--- config.mk ---
export PLATFORM = sky130hd
export DESIGN_NAME = led_driver_packet_loader
export DESIGN_NICKNAME = d
export VERILOG_FILES = /design/src/rtl/ldpl_pkg.sv /design/src/rtl/led_driver_packet_loader.sv
export VERILOG_INCLUDE_DIRS = /design/src /design/src/rtl
export SDC_FILE = /design/constraint.sdc
export NUM_CORES = 1
export LEC_CHECK = 0
export BUFFER_PORTS_ARGS = -buffer_cell sky130_fd_sc_hd__buf_2
export CAP_MARGIN = 20
export CORE_MARGIN = 1.5
export CORE_UTILIZATION = 40
export DETAILED_ROUTE_END_ITERATION = 10
export GPL_TIMING_DRIVEN = 1
export PLACE_DENSITY = 0.58
export SLEW_MARGIN = 20
export SYNTH_ARGS = -nofsm -noshare
export SYNTH_HDL_FRONTEND = slang
export SYNTH_SLANG_ARGS = --single-unit
--- constraint.sdc ---
create_clock -name clk -period 4.3 [get_ports clk]
set_input_delay 0.215 -clock clk [delete_from_list [all_inputs] [get_ports clk]]
set_output_delay 0.215 -clock clk [all_outputs]
set_load 0.02 [all_outputs]
--- src/rtl/led_driver_packet_loader_assert.svh ---
// Assertion macros shared by the RTL. Each macro samples on clk and is
// disabled while arst_n is low.
`ifndef LED_DRIVER_PACKET_LOADER_ASSERT_SVH
`define LED_DRIVER_PACKET_LOADER_ASSERT_SVH

// The consequent must hold in the same cycle as the antecedent.
`define ASSERT_SAME(label, ante, cons) \
	label: assert property (@(posedge clk) disable iff (!arst_n) (ante) |-> (cons)) \
		else $error("same-cycle check failed");

// The consequent must hold in the cycle after the antecedent.
`define ASSERT_NEXT(label, ante, cons) \
	label: assert property (@(posedge clk) disable iff (!arst_n) (ante) |=> (cons)) \
		else $error("next-cycle check failed");

`endif

--- src/rtl/ldpl_pkg.sv ---
`default_nettype none

package ldpl_pkg;

	// Event codes carried by the action field.
	typedef enum logic [1:0] {
		ACT_RX_BYTE   = 2'd0,
		ACT_SPI_READY = 2'd1,
		ACT_GS_TICK   = 2'd2
	} action_t;

	// Command nibble of an address byte.
	localparam logic [3:0] CMD_GRAYSCALE = 4'h0;
	localparam logic [3:0] CMD_DOT_CORR  = 4'h1;

	// Configuration register indexes.
	localparam logic REG_NODE_ADDRESS = 1'b0;
	localparam logic REG_GS_PERIOD    = 1'b1;

	// Reset values of the configuration registers.
	localparam logic [3:0]  NODE_ADDRESS_RST = 4'd1;
	localparam logic [15:0] GS_PERIOD_RST    = 16'd4096;

	// Packet buffer geometry.
	localparam int unsigned STORE_DEPTH = 32;
	localparam int unsigned SLOT_W      = $clog2(STORE_DEPTH);

	// Status part of one result item.
	typedef struct packed {
		logic spi_valid;
		logic spi_last;
		logic vprg_level;
		logic xlat_pulse;
		logic blank_pulse;
		logic blank_level;
		logic receiver_awake;
	} status_t;

endpackage

`default_nettype wire

--- src/rtl/led_driver_packet_loader.sv ---
`default_nettype none
// Packet loader and display-period controller for a serial grayscale LED driver.
// Items enter on the item channel (action, rx_byte, rx_is_address) with a
// valid/ready handshake. Action 0 delivers a received serial byte, action 1
// says the driver's serial port can take the next byte, action 2 is one
// grayscale clock tick. Every accepted item yields exactly one result item on
// the result channel, in order.
// Configuration (node address at index 0, grayscale period at index 1) is
// written through the cfg channel, which is always ready.
// Throughput is one item per clock unless the item channel stalls. A result
// passes the registered read of the packet buffer, then the output register.
// The output register and the buffer-read stage together let a new item enter
// while a finished result waits to be taken; the item channel stalls only
// when both stages are occupied and result_ready is low.
// Reset (arst_n low) clears all control state, restores the configuration
// defaults (node 1, period 4096) and clears the per-entry valid bits of the
// packet buffer, so every buffer entry reads as zero until it is written.
// No clearing pass is needed; the block is ready right after reset.
module led_driver_packet_loader
	import ldpl_pkg::*;
#(
	parameter int unsigned GS_LENGTH = 25,
	parameter int unsigned DC_LENGTH = 13
) (
	input  wire logic        clk,
	input  wire logic        arst_n,

	input  wire logic        cfg_valid,
	output logic             cfg_ready,
	input  wire logic        cfg_index,
	input  wire logic [15:0] cfg_data,

	input  wire logic        item_valid,
	output logic             item_ready,
	input  wire logic [1:0]  action,
	input  wire logic [7:0]  rx_byte,
	input  wire logic        rx_is_address,

	output logic             result_valid,
	input  wire logic        result_ready,
	output logic             spi_valid,
	output logic [7:0]       spi_byte,
	output logic             spi_last,
	output logic             vprg_level,
	output logic             xlat_pulse,
	output logic             blank_pulse,
	output logic             blank_level,
	output logic             receiver_awake
);

	// Packet lengths in slots; the user must keep a packet to at most STORE_DEPTH slots, which the block does not enforce.
	localparam logic [SLOT_W:0] GS_LEN = (SLOT_W + 1)'(GS_LENGTH);
	localparam logic [SLOT_W:0] DC_LEN = (SLOT_W + 1)'(DC_LENGTH);
	localparam logic [SLOT_W-1:0] FIRST_SLOT = SLOT_W'(1);

	// Configuration registers.
	logic [3:0]  node_address_q;
	logic [15:0] gs_period_q;

	// Control state.
	logic [SLOT_W-1:0] slot_q, slot_n;
	logic gs_mode_q, gs_mode_n;
	logic init_done_q, init_done_n;
	logic latch_pending_q, latch_pending_n;
	logic awake_q, awake_n;
	logic shifting_q, shifting_n;
	logic [15:0] tick_q, tick_n;

	// Packet buffer and its per-entry valid bits.
	logic [7:0] store_mem [STORE_DEPTH];
	logic [STORE_DEPTH-1:0] store_vld_q;
	logic wr_en;
	logic [SLOT_W-1:0] rd_addr;

	// Buffer-read stage and output register.
	logic       valid_s1;
	status_t    status_s1;
	logic [7:0] rd_data_s1;
	logic       rd_vld_s1;
	status_t    status_n;
	status_t    out_status_q;
	logic [7:0] out_byte_q;
	logic       out_valid_q;

	logic fire;
	logic s1_adv;
	logic [SLOT_W:0] pkt_len;
	logic [SLOT_W:0] slot_inc;
	logic pkt_end;
	logic short_pkt;
	logic [16:0] tick_inc;
	logic period_end;
	logic pkt_done;

	assign cfg_ready  = 1'b1;
	assign s1_adv     = !out_valid_q || result_ready;
	assign item_ready = !valid_s1 || s1_adv;
	assign fire       = item_valid && item_ready;

	always_ff @(posedge clk or negedge arst_n) begin
		if (!arst_n) begin
			node_address_q <= NODE_ADDRESS_RST;
			gs_period_q    <= GS_PERIOD_RST;
		end else if (cfg_valid) begin
			unique case (cfg_index)
				REG_NODE_ADDRESS: node_address_q <= cfg_data[3:0];
				REG_GS_PERIOD:    gs_period_q    <= cfg_data;
				default:          ;
			endcase
		end
	end

	assign pkt_len    = gs_mode_q ? GS_LEN : DC_LEN;
	assign slot_inc   = {1'b0, slot_q} + (SLOT_W + 1)'(1);
	assign pkt_end    = slot_inc >= pkt_len;
	assign short_pkt  = pkt_len <= (SLOT_W + 1)'(1);
	assign tick_inc   = {1'b0, tick_q} + 17'd1;
	assign period_end = tick_inc >= {1'b0, gs_period_q};

	// Next state for one accepted item.
	always_comb begin
		slot_n          = slot_q;
		gs_mode_n       = gs_mode_q;
		init_done_n     = init_done_q;
		latch_pending_n = latch_pending_q;
		awake_n         = awake_q;
		shifting_n      = shifting_q;
		tick_n          = tick_q;
		wr_en           = 1'b0;
		rd_addr         = '0;
		pkt_done        = 1'b0;
		status_n        = '0;
		if (fire) begin
			unique case (action)
				ACT_RX_BYTE: begin
					if (rx_is_address) begin
						awake_n = 1'b0;
						if (rx_byte[3:0] == node_address_q) begin
							if (rx_byte[7:4] == CMD_GRAYSCALE) begin
								gs_mode_n   = 1'b1;
								awake_n     = 1'b1;
								init_done_n = 1'b1;
							end else if (rx_byte[7:4] == CMD_DOT_CORR) begin
								gs_mode_n = 1'b0;
								awake_n   = 1'b1;
							end
						end
					end else if (awake_q && !shifting_q) begin
						wr_en = 1'b1;
						if (pkt_end) begin
							// Packet complete: start the transfer with slot zero.
							awake_n            = 1'b0;
							status_n.spi_valid = 1'b1;
							slot_n             = FIRST_SLOT;
							if (short_pkt) begin
								status_n.spi_last = 1'b1;
								latch_pending_n   = 1'b1;
							end else begin
								shifting_n = 1'b1;
							end
						end else begin
							slot_n = slot_inc[SLOT_W-1:0];
						end
					end
				end
				ACT_SPI_READY: begin
					if (shifting_q) begin
						status_n.spi_valid = 1'b1;
						rd_addr            = slot_q;
						if (pkt_end) begin
							slot_n            = FIRST_SLOT;
							latch_pending_n   = 1'b1;
							shifting_n        = 1'b0;
							status_n.spi_last = 1'b1;
							pkt_done          = 1'b1;
						end else begin
							slot_n = slot_inc[SLOT_W-1:0];
						end
					end
				end
				ACT_GS_TICK: begin
					if (period_end) begin
						tick_n               = '0;
						status_n.blank_pulse = 1'b1;
						if (latch_pending_q) begin
							status_n.xlat_pulse = 1'b1;
							latch_pending_n     = 1'b0;
						end
					end else begin
						tick_n = tick_inc[15:0];
					end
				end
				default: ;
			endcase
		end
		status_n.vprg_level     = !gs_mode_n;
		status_n.blank_level    = !init_done_n;
		status_n.receiver_awake = awake_n;
	end

	always_ff @(posedge clk or negedge arst_n) begin
		if (!arst_n) begin
			slot_q          <= FIRST_SLOT;
			gs_mode_q       <= 1'b0;
			init_done_q     <= 1'b0;
			latch_pending_q <= 1'b0;
			awake_q         <= 1'b0;
			shifting_q      <= 1'b0;
			tick_q          <= '0;
		end else begin
			slot_q          <= slot_n;
			gs_mode_q       <= gs_mode_n;
			init_done_q     <= init_done_n;
			latch_pending_q <= latch_pending_n;
			awake_q         <= awake_n;
			shifting_q      <= shifting_n;
			tick_q          <= tick_n;
		end
	end

	// A buffer write and a read of the same entry never meet in one cycle:
	// writes happen only while no transfer runs, and reads of written slots only
	// during one, so a read always sees the array after every earlier write has landed.
	always_ff @(posedge clk) begin
		if (wr_en) begin
			store_mem[slot_q] <= rx_byte;
		end
		if (fire) begin
			rd_data_s1 <= store_mem[rd_addr];
		end
	end

	always_ff @(posedge clk or negedge arst_n) begin
		if (!arst_n) begin
			store_vld_q <= '0;
			rd_vld_s1   <= 1'b0;
		end else begin
			if (wr_en) begin
				store_vld_q[slot_q] <= 1'b1;
			end
			if (fire) begin
				rd_vld_s1 <= store_vld_q[rd_addr];
			end
		end
	end

	always_ff @(posedge clk or negedge arst_n) begin
		if (!arst_n) begin
			valid_s1 <= 1'b0;
		end else if (fire) begin
			valid_s1 <= 1'b1;
		end else if (s1_adv) begin
			valid_s1 <= 1'b0;
		end
	end

	always_ff @(posedge clk) begin
		if (fire) begin
			status_s1 <= status_n;
		end
	end

	always_ff @(posedge clk or negedge arst_n) begin
		if (!arst_n) begin
			out_valid_q <= 1'b0;
		end else if (s1_adv) begin
			out_valid_q <= valid_s1;
		end
	end

	always_ff @(posedge clk) begin
		if (s1_adv && valid_s1) begin
			out_status_q <= status_s1;
			out_byte_q   <= (status_s1.spi_valid && rd_vld_s1) ? rd_data_s1 : 8'h00;
		end
	end

	assign result_valid   = out_valid_q;
	assign spi_valid      = out_status_q.spi_valid;
	assign spi_byte       = out_byte_q;
	assign spi_last       = out_status_q.spi_last;
	assign vprg_level     = out_status_q.vprg_level;
	assign xlat_pulse     = out_status_q.xlat_pulse;
	assign blank_pulse    = out_status_q.blank_pulse;
	assign blank_level    = out_status_q.blank_level;
	assign receiver_awake = out_status_q.receiver_awake;

`include "led_driver_packet_loader_assert.svh"

	`ASSERT_SAME(a_slot_nonzero, 1'b1, slot_q != '0)
	`ASSERT_SAME(a_last_has_byte, result_valid && spi_last, spi_valid)
	`ASSERT_SAME(a_xlat_on_blank, result_valid && xlat_pulse, blank_pulse)
	`ASSERT_NEXT(a_transfer_end_latches, pkt_done, latch_pending_q && !shifting_q)
	`ASSERT_SAME(a_full_stalls, valid_s1 && out_valid_q && !result_ready, !item_ready)

endmodule

`default_nettype wire

# Word-level counts from Yosys, hierarchy flattened

Memory sizes are Yosys's and may differ from the RTL's. A register that Yosys moved wholly into a read port is not among the register bits.
Cells that the tools add are included.
Widths: inputs -> output; s select.

Register bits after elaboration: 103
Bits of input ports: 33
Output and inout port bits: 18
Logic and storage cells: 140
Bits in writable memories: 256
Memories: 1

Multiplexer cells: 65
$lt $le $gt $ge: 6
Bitwise gates (word level): 2
Add/subtract/negate cells: 2
Reduce and logical (&&, ||, !) cells: 24
Equal/unequal tests: 12

Memories:

| memory    | words | bits a word | read ports | clocked after Yosys merged registers in | wr ports | line                           | RTL |
|---|---|---|---|---|---|---|---|
| store_mem | 32    | 8           | 1          | 1                                       | 1        | led_driver_packet_loader.sv:70 | `logic [7:0] store_mem [STORE_DEPTH];` |

Operators with widths:

| cell                  | number |
|---|---|
| $mux 1                | 46 |
| $mux 5                | 8 |
| $or 32x32->32         | 1 |
| $add 16x1->17 const B | 1 |
| $ge 17x16->1          | 1 |
| $mux 16               | 1 |
| $ne 2x2->1 const B    | 8 |
| $lt 5x6->1 const B    | 2 |
| $pmux 5 s2            | 1 |
| $reduce_and 9->1      | 1 |
| $mux 2                | 4 |
| $reduce_and 2->1      | 4 |
| $add 5x1->6 const B   | 1 |
| $ge 6x5->1            | 1 |
| $reduce_and 6->1      | 1 |
| $bmux 1 s5            | 1 |
| $demux 1 s5           | 1 |
| $ge 5x1->1 const B    | 1 |
| $le 5x1->1 const B    | 1 |
| $logic_and 1x1->1     | 5 |
| $logic_not 1->1       | 5 |
| $reduce_and 5->1      | 1 |
| $eq 4x1->1 const B    | 1 |
| $eq 4x4->1            | 1 |
| other kinds (11)      | 13 |

# Longest topological paths before layout

Word-level depth: 8
Depth in mapped cells: 15
Depth with buffers taken out: 13

# Least setup slack after synthesis

Ideal clock, no wire load.

Path type: reg2reg
Start: reg tick_q[0]
End: reg tick_q[2]
Required time: 4.234 ns
Arrival: 2.914 ns
Clock period less this slack: 2.980 ns
Cell stages (with the launch flop): 15
Setup slack: 1.320 ns
Cells stage by stage: dfrtp_1 -> ha_1 -> and3_1 -> and3_1 -> nand3_1 -> nor2_1 -> xor2_1 -> ha_1 -> a21o_1 -> a21oi_1 -> o21ai_1 -> a211o_1 -> buf_6 -> a2111oi_4 -> a221o_1

Longest elaborated chain between the ends: 3

RTL lines:

| what                     | line                            | RTL |
|---|---|---|
| start: declaration       | led_driver_packet_loader.sv:67  | `logic [15:0] tick_q, tick_n;` |
| start signal: assignment | led_driver_packet_loader.sv:217 | `tick_q <= tick_n;` |
| $add 16x1->17 *          | led_driver_packet_loader.sv:117 | `assign tick_inc = {1'b0, tick_q} + 17'd1;` |
| $ge 17x16->1             | led_driver_packet_loader.sv:118 | `assign period_end = tick_inc >= {1'b0, gs_period_q};` |
| $mux 16 *                | led_driver_packet_loader.sv:182 | `if (period_end) begin` |

Every way passes the cells marked *; elsewhere a longest branch is shown, timed or not.
A chain may end at the register's enable or synchronous reset.

# Final worst setup path

Start: reg tick_q[0]
End: reg tick_q[0]

The elaborated chain is that of the path after synthesis.

==> flow_summary.json <==
{
  "worstSetupStartpoint": "tick_q[0]$_DFFE_PN0P_",
  "ys_types": 66,
  "hold_violations": 0,
  "status": "complete, no violations",
  "worstPathCellList": "ha_1 -> and3_1 -> and3_1 -> nand3_1 -> nor2_1 -> xor2_1 -> ha_1 -> a21o_1 -> a21oi_1 -> o21ai_1 -> a211o_1 -> a21oi_2 -> mux2_2",
  "start_util": 0.404,
  "synth.avg_cell_area_um2": 14.2,
  "leakage_nw": 6.73,
  "fmax_mhz": 277,
  "maxSlewViolCount": 0,
  "antenna_found_initial": 1,
  "tightest_slew_ns": 0.970,
  "power_switching_share": 0.212,
  "ir_worst_vdd_mv": 0.293,
  "p_clk_frac": 0.437,
  "grt_pass1_wl_mm": 53.1,
  "place_area_um2": 16300,
  "grt_overflow": 0,
  "rr_startpoint": "tick_q[0]$_DFFE_PN0P_",
  "start_kind": "register",
  "fin_cells": 1720,
  "cts_buffer_depth": 3,
  "synth-seq-cells": 367,
  "syn_nets": 1153,
  "clk_pin_slew_ns": 0.06,
  "drt_iter0_drc": 656,
  "track_usage": 0.173,
  "cp.arrival_ns": 4.11,
  "antenna_left": 0,
  "finalSetupViolCount": 0,
  "syn_area_um2": 15600,
  "p_int_mw": 6.04,
  "cts_tree": "done",
  "place_inst": 1627,
  "hold_ws_ns": 0.0493,
  "finalInstanceArea_um2": 17700,
  "cts_htree_levels": 2,
  "grt_max_degree": 65,
  "clk_latency_ns": 0.56,
  "num_rows": 72,
  "slowest_delay_ns": 0.52,
  "final-seq-area_um2": 10600,
  "via_per_inst": 5.28,
  "critPathKind": "reg -> reg",
  "drt_wl_total_mm": 34.4,
  "critPathRequiredTime_ns": 4.79,
  "fill_cells": 3395,
  "die_h_um": 200,
  "num-nets-final": 1227,
  "pwr-share-seq": 0.514,
  "cp_slowest_cell": "a21oi_2",
  "tns_ns": 0,
  "grt_pass1_vias": 8961,
  "clock_skew_ns": 0.0310,
  "synth-main-ff-cell": "edfxtp_1",
  "core_region_area_um2": 38500,
  "globalplace.congestion": 0.808,
  "avgRoutedWirePerCell_um": 20.0,
  "multiInputGateArea_um2": 4440,
  "hold_path.startpoint": "action[0]",
  "cts_made_buffers": 40,
  "pwr-share-comb": 0.048,
  "rsz0062_at_grt": "no",
  "num_vias": 9073,
  "p_per_area_nw_per_um2": 432,
  "dieArea_um2": 40100,
  "min_period_over_period": 0.841,
  "cts_post_setup_buffers_inserted": 0,
  "fin_crit_ns": 3.62,
  "maxCapViolCount": 0,
  "cts_sinks": 367,
  "min_path_type": "in -> reg",
  "synth_edf_count": 286,
  "portBuffers": 49,
  "cp_max_fo": 11,
  "yosys_warnings": 0,
  "hpwl_mm": 21.2,
  "root_buffer": "clkbuf_16",
  "slew_headroom": 0.353,
  "n_antenna_cell": 0,
  "async_flop_share": 0.221,
  "syn_inst": 1096,
  "drive_gt1_frac": 0.170,
  "die_w_um": 200,
  "dr.pass1.iters": 5,
  "area_delta_synth_final_pct": 14.0,
  "power.switching_mw": 1.62,
  "ys_seq_area_frac": 0.683,
  "ios": 51,
  "crit_path_end_kind": "register",
  "drc": 0
}
layer usage:
| layer | share of wire | GRT usage |
|---|---|---|
| met1 | 0.45 | 0.243 |
| met2 | 0.45 | 0.269 |
| met3 | 0.070 | 0.0382 |
| met4 | 0.022 | 0.0538 |
| met5 | 0 | 0 |
kinds of logic after synthesis:
family                     share of synthesized area
xor gates and xnor gates                      0.0113
adders and majority gates                     0.0193
DFF                                            0.683
and+or+nand+nor                               0.0923
other                                       0.000241
AOI/OAI and AO/OA                             0.0755
buffers and inverters                         0.0332
muxes                                         0.0854
synthesized netlist by cell type, drive strengths merged (2+ instances only):
master | n | share of area
mux2i | 99 | 0.064
ha | 24 | 0.019
a22o | 11 | 0.0062
a221o | 2 | 0.0013
a32oi | 32 | 0.018
mux4 | 4 | 0.0058
xnor2 | 13 | 0.0073
nand3b | 4 | 0.0019
clkbuf | 24 | 0.0059
a31oi | 4 | 0.0016
a211oi | 2 | 0.00097
o21ai | 12 | 0.0039
nor3 | 8 | 0.0026
or2 | 37 | 0.015
mux2 | 22 | 0.016
nand2b | 8 | 0.0032
nand4 | 2 | 0.00080
a22oi | 4 | 0.0019
a21o | 7 | 0.0034
o21a | 2 | 0.00097
buf | 34 | 0.020
nand3 | 19 | 0.0064
nor2 | 52 | 0.013
dfstp | 3 | 0.0051
nor2b | 4 | 0.0016
and2 | 3 | 0.0012
edfxtp | 286 | 0.55
nand2 | 126 | 0.030
xor2 | 7 | 0.0039
inv | 31 | 0.0076
dfrtp | 78 | 0.13
a21oi | 44 | 0.014
and3 | 17 | 0.0068
a2111oi | 3 | 0.0029
nor4 | 10 | 0.0040
or3 | 4 | 0.0016
or3b | 2 | 0.0011
o22ai | 35 | 0.014
power by group through the flow:
stage          logic (mW)  registers (mW)  clock network (mW)
4_1_cts             0.377            3.94                3.43
3_3_place_gp        0.356            4.01                   0
3_5_place_dp        0.362            4.01                   0
2_1_floorplan       0.210            4.01                   0
6_report            0.368            3.94                3.35
5_1_grt             0.417            3.95                3.55
repair_timing:
item,CTS,global route
hold buffers,19,0
endpoints found under the hold margin,39,0
gates resized for setup,0,0
registers in the layout, indices dropped and copies added (netlist names), 4 cells and up:
register and count:
store_mem 256, store_vld_q 32, gs_period_q 16, tick_q 16, rd_data_s1 8, spi_byte 8, status_s1 7, slot_q 5
node_address_q 4
through the flow:
| step | power, mW | util | setup slack (ns) |
|---|---|---|---|
| 6_report | 7.66 | 0.461 | 0.684 |
| 5_1_grt | 7.92 | 0.461 | 0.414 |
| 4_1_cts | 7.75 | 0.461 | 0.705 |
| 3_5_place_dp | 4.38 | 0.423 | 0.733 |
| 3_3_place_gp | 4.37 | 0.423 | 0.733 |
| 2_1_floorplan | 4.22 | - | 1.32 |
path summary, 6_finish.rpt:
path | endpoint | slack, ns | cells past startpoint
worst max-delay path | tick_q[0]$_DFFE_PN0P_ | 0.68 | 13
worst min-delay path | shifting_q$_DFFE_PN0P_ | 0.05 | 2
worst max register to register | tick_q[0]$_DFFE_PN0P_ | 0.68 | 13
worst min register to register | blank_level$_DFFE_PP_ | 0.42 | 0
max in group asynchronous | tick_q[15]$_DFFE_PN0P_ | 3.08 | 3
min in group asynchronous | gs_period_q[2]$_DFFE_PN0P_ | 0.07 | 2
area by class of cell:
class,count,share of cell area
Multi-Input combinational cell,640,0.250
Clock buffer,56,0.0628
Clock inverter,18,0.00988
Sequential cell,367,0.599
Tap cell,518,0.0365
Timing Repair Buffer,90,0.0354
Inverter,31,0.00670
placed cells by master, fill, tap and decap left out, drive strengths merged, types with 7 or more instances in the layout:
cell type	netlist	layout
or2	37	37
nor3	8	8
xor2	7	7
a32oi	32	32
nand3	19	19
inv	31	31
o22ai	35	35
clkinv	0	15
ha	24	24
xnor2	13	13
dlygate4sd3	0	19
nor2	52	52
and3	17	17
mux2	22	22
clkbuf	24	56
a22o	11	11
nor4	10	10
a21oi	44	44
o21ai	12	12
a21o	7	7
buf	34	71
nand2b	8	8
edfxtp	286	286
dfrtp	78	78
mux2i	99	99
nand2	126	126
critical path, delay by kind of cell, from the launching register on:
family / cells / cell delay, ns
DFF: 1 / 0.42
adders and majority gates: 2 / 0.55
and+or+nand+nor: 4 / 0.78
muxes: 1 / 0.26
AOI/OAI and AO/OA: 5 / 1.34
xor gates and xnor gates: 1 / 0.21
Note: power is estimated with default switching activity, not from simulation.
